### src/rtl/six_axis_biquad_lowpass_defines.svh
// ---------------------------------------------------------------------------
// Six-axis biquad low-pass: assertion macros
// Shared property wrappers for the concurrent checks in the top level.
// ---------------------------------------------------------------------------
`ifndef SIX_AXIS_BIQUAD_LOWPASS_DEFINES_SVH
`define SIX_AXIS_BIQUAD_LOWPASS_DEFINES_SVH

// Same-cycle implication, disabled during reset.
`define SABQ_ASSERT_NOW(label, clk, rst, ante, cons, msg) \
  label: assert property (@(posedge clk) disable iff (rst) (ante) |-> (cons)) \
    else $error(msg);

// Next-cycle implication, disabled during reset.
`define SABQ_ASSERT_NEXT(label, clk, rst, ante, cons, msg) \
  label: assert property (@(posedge clk) disable iff (rst) (ante) |=> (cons)) \
    else $error(msg);

`endif

### src/rtl/sabq_pkg.sv
// ---------------------------------------------------------------------------
// Six-axis biquad low-pass: shared package
// Widths, beat types, coefficient tables and rounding helpers.
// ---------------------------------------------------------------------------
package sabq_pkg;

  localparam int AXES        = 3;
  localparam int LANES       = 2 * AXES;
  localparam int SAMPLE_BITS = 16;
  localparam int FRAC_BITS   = 8;
  localparam int COEF_W      = 16;
  localparam int COEF_FRAC   = 14;

  localparam int PROD_W = SAMPLE_BITS + COEF_W;
  localparam int FF_W   = PROD_W + 2;
  localparam int Y_W    = SAMPLE_BITS + FRAC_BITS;
  localparam int FB_W   = COEF_W + Y_W;
  localparam int ACC_W  = FF_W + FRAC_BITS + 1;
  localparam int SHR_W  = ACC_W - COEF_FRAC;

  localparam int ADDR_W = 3;
  localparam int DATA_W = 32;

  // Register indexes
  localparam logic REG_ACCEL_SEL = 1'b0;
  localparam logic REG_GYRO_SEL  = 1'b1;

  // Cutoff codes
  localparam logic [2:0] ACCEL_50HZ = 3'd0;
  localparam logic [2:0] ACCEL_25HZ = 3'd1;
  localparam logic [2:0] ACCEL_15HZ = 3'd2;
  localparam logic [2:0] ACCEL_10HZ = 3'd3;
  localparam logic [1:0] GYRO_100HZ = 2'd0;
  localparam logic [1:0] GYRO_50HZ  = 2'd1;

  localparam logic [2:0] ACCEL_SEL_RESET = ACCEL_25HZ;
  localparam logic [1:0] GYRO_SEL_RESET  = GYRO_100HZ;

  typedef logic signed [SAMPLE_BITS-1:0] sample_t;
  typedef logic signed [COEF_W-1:0]      coefv_t;
  typedef logic signed [PROD_W-1:0]      prod_t;
  typedef logic signed [FF_W-1:0]        ff_t;
  typedef logic signed [Y_W-1:0]         yval_t;
  typedef logic signed [FB_W-1:0]        fb_t;
  typedef logic signed [ACC_W-1:0]       acc_t;

  typedef struct packed {
    coefv_t b0;
    coefv_t b1;
    coefv_t b2;
    coefv_t a1;
    coefv_t a2;
  } coef_t;

  typedef struct packed {
    logic load;  // sample beat accepted: take products, shift input history
    logic adv;   // products move to the feedforward sum
    logic fire;  // feedback step: new output enters the output history
  } lane_ctrl_t;

  typedef struct packed {
    sample_t gyro_x;
    sample_t gyro_y;
    sample_t gyro_z;
    sample_t accel_x;
    sample_t accel_y;
    sample_t accel_z;
  } sabq_in_t;

  typedef struct packed {
    sample_t gyro_x_filtered;
    sample_t gyro_y_filtered;
    sample_t gyro_z_filtered;
    sample_t accel_x_filtered;
    sample_t accel_y_filtered;
    sample_t accel_z_filtered;
  } sabq_out_t;

  function automatic coef_t make_coef(int b0, int b1, int b2, int a1, int a2);
    coef_t c;
    c.b0 = COEF_W'(b0);
    c.b1 = COEF_W'(b1);
    c.b2 = COEF_W'(b2);
    c.a1 = COEF_W'(a1);
    c.a2 = COEF_W'(a2);
    return c;
  endfunction

  // Codes above the 5 Hz set fall back to it.
  function automatic coef_t accel_coef(logic [2:0] sel);
    coef_t c;
    unique case (sel)
      ACCEL_50HZ: c = make_coef(1478, 2956, 1478, 16211, 5739);
      ACCEL_25HZ: c = make_coef(480, 960, 480, 23936, 9471);
      ACCEL_15HZ: c = make_coef(193, 385, 193, 27373, 11759);
      ACCEL_10HZ: c = make_coef(90, 181, 90, 29148, 13126);
      default:    c = make_coef(24, 48, 24, 30951, 14663);
    endcase
    return c;
  endfunction

  // Code 3 falls back to the 25 Hz set.
  function automatic coef_t gyro_coef(logic [1:0] sel);
    coef_t c;
    unique case (sel)
      GYRO_100HZ: c = make_coef(3705, 7411, 3705, 4603, 3040);
      GYRO_50HZ:  c = make_coef(1478, 2956, 1478, 16211, 5739);
      default:    c = make_coef(480, 960, 480, 23936, 9471);
    endcase
    return c;
  endfunction

  // Q22 sum to Q8 state: round half up, floor shift, saturate.
  function automatic yval_t y_round_sat(acc_t a);
    acc_t                   r;
    logic [SHR_W-1:0]       s;
    r = a + ACC_W'(1 << (COEF_FRAC - 1));
    s = r[ACC_W-1:COEF_FRAC];
    if ((&s[SHR_W-1:Y_W-1]) || (~|s[SHR_W-1:Y_W-1])) begin
      return yval_t'(s[Y_W-1:0]);
    end else if (s[SHR_W-1]) begin
      return yval_t'({1'b1, {(Y_W-1){1'b0}}});
    end else begin
      return yval_t'({1'b0, {(Y_W-1){1'b1}}});
    end
  endfunction

  // Q8 state to integer output: round half up, floor shift, saturate.
  function automatic sample_t out_round_sat(yval_t y);
    logic signed [Y_W:0]      r;
    logic [Y_W-FRAC_BITS:0]   s;
    r = {y[Y_W-1], y} + (Y_W+1)'(1 << (FRAC_BITS - 1));
    s = r[Y_W:FRAC_BITS];
    if ((&s[Y_W-FRAC_BITS:SAMPLE_BITS-1]) || (~|s[Y_W-FRAC_BITS:SAMPLE_BITS-1])) begin
      return sample_t'(s[SAMPLE_BITS-1:0]);
    end else if (s[Y_W-FRAC_BITS]) begin
      return sample_t'({1'b1, {(SAMPLE_BITS-1){1'b0}}});
    end else begin
      return sample_t'({1'b0, {(SAMPLE_BITS-1){1'b1}}});
    end
  endfunction

endpackage

### src/rtl/sabq_lane.sv
// ---------------------------------------------------------------------------
// Biquad lane
// One direct form I second-order section: registered feedforward products,
// feedforward sum, then a combinational feedback step into the history.
// ---------------------------------------------------------------------------
module sabq_lane (
  input  logic                 clk,
  input  logic                 rst,
  input  sabq_pkg::lane_ctrl_t ctrl,
  input  sabq_pkg::coef_t      coef,
  input  sabq_pkg::sample_t    x,
  output sabq_pkg::yval_t      y
);
  import sabq_pkg::*;

  sample_t xh0, xh1;
  prod_t   p0, p1, p2;
  ff_t     ff;
  yval_t   y0, y1;
  yval_t   y1_next;
  fb_t     q2, q2_next;
  fb_t     m1;
  acc_t    acc;

  // a2 * y[n-2] is refreshed every cycle so it tracks the history and the
  // selected coefficient set; only a1 * y[n-1] sits in the feedback loop.
  assign y1_next = ctrl.fire ? y0 : y1;
  assign q2_next = coef.a2 * y1_next;
  assign m1      = coef.a1 * y0;

  assign acc = (ACC_W'(ff) <<< FRAC_BITS) + ACC_W'(m1) - ACC_W'(q2);

  always_ff @(posedge clk) begin
    if (rst) begin
      xh0 <= '0;
      xh1 <= '0;
      y0  <= '0;
      y1  <= '0;
      q2  <= '0;
    end else begin
      if (ctrl.load) begin
        xh1 <= xh0;
        xh0 <= x;
      end
      if (ctrl.fire) begin
        y1 <= y0;
        y0 <= y_round_sat(acc);
      end
      q2 <= q2_next;
    end
  end

  always_ff @(posedge clk) begin
    if (ctrl.load) begin
      p0 <= coef.b0 * x;
      p1 <= coef.b1 * xh0;
      p2 <= coef.b2 * xh1;
    end
    if (ctrl.adv) begin
      ff <= FF_W'(p0) + FF_W'(p1) + FF_W'(p2);
    end
  end

  assign y = y0;

endmodule

### config.mk
export PLATFORM = sky130hd
export DESIGN_NAME = sabq_lane
export DESIGN_NICKNAME = d
export VERILOG_FILES = /design/src/rtl/six_axis_biquad_lowpass_defines.svh /design/src/rtl/sabq_pkg.sv /design/src/rtl/sabq_lane.sv
export SDC_FILE = /design/constraint.sdc
export NUM_CORES = 2
export LEC_CHECK = 0
export ABC_AREA = 1
export BUFFER_PORTS_ARGS = -buffer_cell sky130_fd_sc_hd__buf_4
export CAP_MARGIN = 30
export CORE_MARGIN = 2
export CORE_UTILIZATION = 30
export CTS_CLUSTER_SIZE = 12
export DETAILED_ROUTE_END_ITERATION = 12
export GPL_TIMING_DRIVEN = 0
export PLACE_DENSITY = 0.43
export SYNTH_ARGS = -nofsm -noshare
export SYNTH_HDL_FRONTEND = slang
export SYNTH_SLANG_ARGS = --single-unit
### constraint.sdc
create_clock -name clk -period 19.7 [get_ports clk]
set_input_delay 1.97 -clock clk [delete_from_list [all_inputs] [get_ports clk]]
set_output_delay 1.97 -clock clk [all_outputs]
set_load 0.01 [all_outputs]
; ---- Word-level counts from Yosys, hierarchy flattened
; Index checks and enable logic that the tools add are counted.
[word_totals]
regBits = 250
in_bits = 101
output_inout_bits = 24
word_cells = 26
[classes]
add_sub_neg = 5
n_mul = 5
muxes = 3
reduce_logical = 4
[op_table]
columns = op, n
row1 = multiplier 16 x 16 -> 32 bit, 3
row2 = multiplier 16 x 24 -> 40 bit, 2
row3 = two-way mux 24 bit, 3
row4 = adder 42 x 40 -> 43 bit, 1
row5 = adder 43 x 15 -> 43 bit (second input constant), 1
row6 = subtractor 43 x 40 -> 43 bit, 1
row7 = adder 33 x 32 -> 34 bit, 1
row8 = adder 32 x 32 -> 33 bit, 1
row9 = AND reduction 6 bit, 1
row10 = OR reduction 6 bit, 1
row11 = logical NOT 1 bit, 1
row12 = logical OR 1 bit, 1

; ---- Depth between registers and ports, before layout
[logic_depth]
depth_word = 8
depth_mapped = 36

; ---- Least setup slack after synthesis
; No wires, ideal clock.
[synth_path]
path_type = input to register
start = input port ctrl[0] (netlist bit)
end = register q2[39]
setup_time_ns = 0.128
arrival_ns = 7.714
slack_ns = 11.859
stages = 25
n_path_buf = 3
cell_sequence = clkbuf_1 > clkbuf_1 > nand2_1 > o21ai_1 > clkbuf_1 > nor2_1 > fa_1 > fa_1 > inv_1 > fa_1 > fa_1 > fa_1 > fa_1 > inv_1 > ha_1 > nand2_1 > nor2_1 > inv_1 > nor3_1 > nand3_1 > nand3_1 > nand2_1 > nand2_1 > xor2_1 > nor2_1
[synth_between]
elab_chain_cells = 2
[synth_rtl]
columns = item, line_no
row1 = start: declaration, sabq_lane.sv:9  ; input sabq_pkg::lane_ctrl_t ctrl,
row2 = two-way mux 24 bit, -
row3 = multiplier 16 x 24 -> 40 bit, sabq_lane.sv:28  ; assign q2_next = coef.a2 * y1_next;
row4 = end signal: assignment, sabq_lane.sv:49  ; q2 <= q2_next;
row5 = end: declaration, sabq_lane.sv:21  ; fb_t q2, q2_next;
; No other way between the ends.
; A chain may end at the register's enable or synchronous reset.

; ---- Final worst setup path
[layout_path]
start = input port ctrl[0] (netlist bit)
end = register q2[33]
; The elaborated chain is that of the path after synthesis.

==> flow_summary.ini <==
[detailed_routing]
topRoutingLayerUsed = met5
dr_total_vias = 53200
drtIter0Drc = 3020
wl_met2_mm = 112
drcViolationCount = 11
wl_met3_mm = 9.22
drtAntennaViolNets = 0
m1WireLength_mm = 102
drt-vias-per-instance = 4.47
drt-pass1-iter-count = 9
wl_per_cell_um = 19.2
routed_wl_mm = 228

[logic_synthesis]
ys_types = 48
ys_warn_count = 0
ys_seq_area_share_pct = 8.79
syn_inst = 8552
async_reset_ff_share_pct = 0
syn_nets = 10800
syn-cell-area_sq_um = 71700
synth-edff-count = 130
ys.flop_type = edfxtp_1
postSynthAreaPerCell_sq_um = 8.38
ys_ff_latch = 250

[global_routing]
grt_start_max_net_pins = 62
grt_pass1_wl_mm = 354
gr-total-overflow = 0
antenna_found_initial = 14
grt_usage_pct = 19.2
grt_pass1_vias = 57700

[run_status]
status = finished, violations left
violations = DRC

[sta]
post-route-period-util_pct = 48.7
skew_ns = 0.0260
max-slew-margin-rel_pct = 28.7
rsz0062_at_grt = no
finalSetupViolCount = 0
timing.fmax_mhz = 104
drv_slew = 0
tightestPinTransition_ns = 1.07
finalHoldViolations = 0
layout_min_cycle_time_ns = 9.59
fin_tns_setup_ns = 0

[critical_path]
critical_path.max_fanout = 10
worst-r2r-cell-count = 29
r2r-end = y[15]
end_kind = flop
arrival_ns = 10.09
cp-start-kind = input pin
r2r_slack_ns = 11.67
crit_type = input pin to flop
required_ns = 20.20
crit_path_start = ctrl[0]
r2r-start = y[23]
critical_path.max_stage_delay_ns = 0.57
crit_slowest_cell = clkinv_1
critical_path.endpoint = q2[33]

[min_path]
hold_path.class = flop to flop

[clock_network]
cts_hold_buffers = 0
clk_path_buf_depth = 3
cts_resized = 0
h-tree-depth = 2
tritoncts_num_sinks = 250
cts_buffers = 34
cts.clk_slew.worst_paths_ns = 0.06
cts_root_buf = clkbuf_16
clock_latency_ns = 0.58
postCtsSetupBuffers = 0
cts_tree = yes

[floorplan]
die_y_um = 493
dieArea_sq_um = 243000
io_pins = 125
num_rows = 179
start_util_pct = 30.1
coreArea_sq_um = 238000
die_x_um = 493

[job]
cap_violations = 0

[cells_and_area]
drive_gt1_share_pct = 4.21
fin_nets = 11000
syn_to_final_growth_pct = 8.41

[placed_design]
gp_congestion = 0.902
dp_hpwl_mm = 202
io_buffers = 105
## cells in the final DEF, fill, tap and decap left out, drive strengths merged, types with 26 or more instances in the layout
master	n
nand2	1909
nand3	59
nor2	430
xnor2	86
inv	2500
o21ai	201
xor2	96
edfxtp	130
clkbuf	312
a21oi	272
nor3	26
buf	142
a21o	28
fa	1667
dfxtp	120
or2	84
nand4	35
ha	501
## critical path: cells and delay by family
family                   cells  cell delay (ns)
AND/OR/NAND/NOR             10             2.17
adder cells (fa/ha/maj)      7             3.20
buffers and inverters        9             1.94
AO/OA/AOI/OAI                3             0.78
## cell type report
class                      count  area (sq um)
antenna                        2          5.00
buffer                       298          1190
clock buffer                  44           930
clock inverter                18           248
fill                       25500        160000
inverter                    2507          9410
multi-input combinational   5497         54800
sequential                   250          6310
tap                         3167          3960
timing repair buffer         112           885
## through the flow
stage | setup slack (ns) | area [sq um] | cells | utilization [%] | hold slack (ns)
3_5_place_dp | 9.68 | 76600 | 11800 | 32.2 | 0.474
4_1_cts | 10.26 | 77700 | 11900 | 32.7 | 0.488
2_1_floorplan | 11.86 | 71700 | 8552 | - | 0.501
5_1_grt | 9.86 | 77700 | 11900 | 32.7 | 0.545
6_report | 10.11 | 77700 | 11900 | 32.7 | 0.487
3_3_place_gp | 9.56 | 76500 | 11800 | 32.1 | 0.536
## logic make-up (layout without fill, tap and decap cells)
kind of cell               after synthesis  count (layout)  share of synthesized area [%]
AOI/OAI and AO/OA                      582             582                           4.54
xor gates and xnor gates               182             182                           2.22
adders and majority gates             2168            2168                           55.3
buffers and inverters                 2805            2979                           14.8
DFF                                    250             250                           8.79
other                                    0               2                              0
and+or+nand+nor                       2565            2565                           14.4
## sequential cells by signal, summed over array words and instances, names as in the netlist
name,count
q2,40
y1,24
xh0,16
xh1,16
p2,32
ff,34
y,24
p0,32
p1,32
## metal layers
| metal | track usage [%] | vias up |
|---|---|---|
| met5 | 0 | - |
| met4 | 3.62 | 12 |
| met3 | 1.84 | 181 |
| met2 | 33.4 | 1055 |
| met1 | 26.1 | 27200 |
| li1 | - | 24700 |
## cells in the mapped netlist (2+ instances only)
master | count | share of area, %
inv_1 | 2490 | 13
nand2_1 | 1874 | 9.8
fa_1 | 1667 | 47
ha_1 | 501 | 8.7
nor2_1 | 410 | 2.1
clkbuf_1 | 268 | 1.4
a21oi_1 | 252 | 1.8
o21ai_0 | 195 | 1.4
edfxtp_1 | 130 | 5.4
dfxtp_1 | 120 | 3.4
xor2_1 | 96 | 1.2
xnor2_1 | 86 | 1.1
or2_2 | 84 | 0.73
nand3_1 | 54 | 0.38
nand4_1 | 35 | 0.31
nand2_2 | 34 | 0.30
a21o_1 | 28 | 0.29
nor3_1 | 24 | 0.17
buf_2 | 22 | 0.15
a21oi_2 | 20 | 0.24
a31oi_1 | 19 | 0.17
o21bai_1 | 16 | 0.17
nor2_2 | 15 | 0.13
nor4_1 | 11 | 0.096
o21a_1 | 10 | 0.10
clkinv_1 | 9 | 0.047
a21boi_0 | 8 | 0.084
inv_2 | 8 | 0.042
o2111ai_1 | 6 | 0.073
o211ai_1 | 6 | 0.063
o21ai_1 | 6 | 0.042
o221ai_1 | 6 | 0.073
and2_1 | 5 | 0.044
nand3_2 | 5 | 0.070
a211oi_1 | 4 | 0.042
buf_1 | 4 | 0.021
nor2_4 | 4 | 0.063
a221oi_1 | 3 | 0.037
nand3b_1 | 3 | 0.031
and3_1 | 2 | 0.017
buf_12 | 2 | 0.056
buf_6 | 2 | 0.031
nor3_2 | 2 | 0.028
o31ai_1 | 2 | 0.021
## worst min-delay path by stage
stage | start | end | slack, ns | cells after the start
2_1_floorplan | xh0[15] | xh0[15] | 0.50 | 2
3_3_place_gp | xh0[15] | xh0[15] | 0.54 | 2
3_5_place_dp | y1[21] | y1[21] | 0.47 | 2
4_1_cts | y1[21] | y1[21] | 0.49 | 2
5_1_grt | y1[21] | y1[21] | 0.55 | 2
6_report | y1[21] | y1[21] | 0.49 | 2
Power is left out: the tool's default activity adds up to more than one toggle a clock period on the data nets, which glitch-free logic cannot reach.
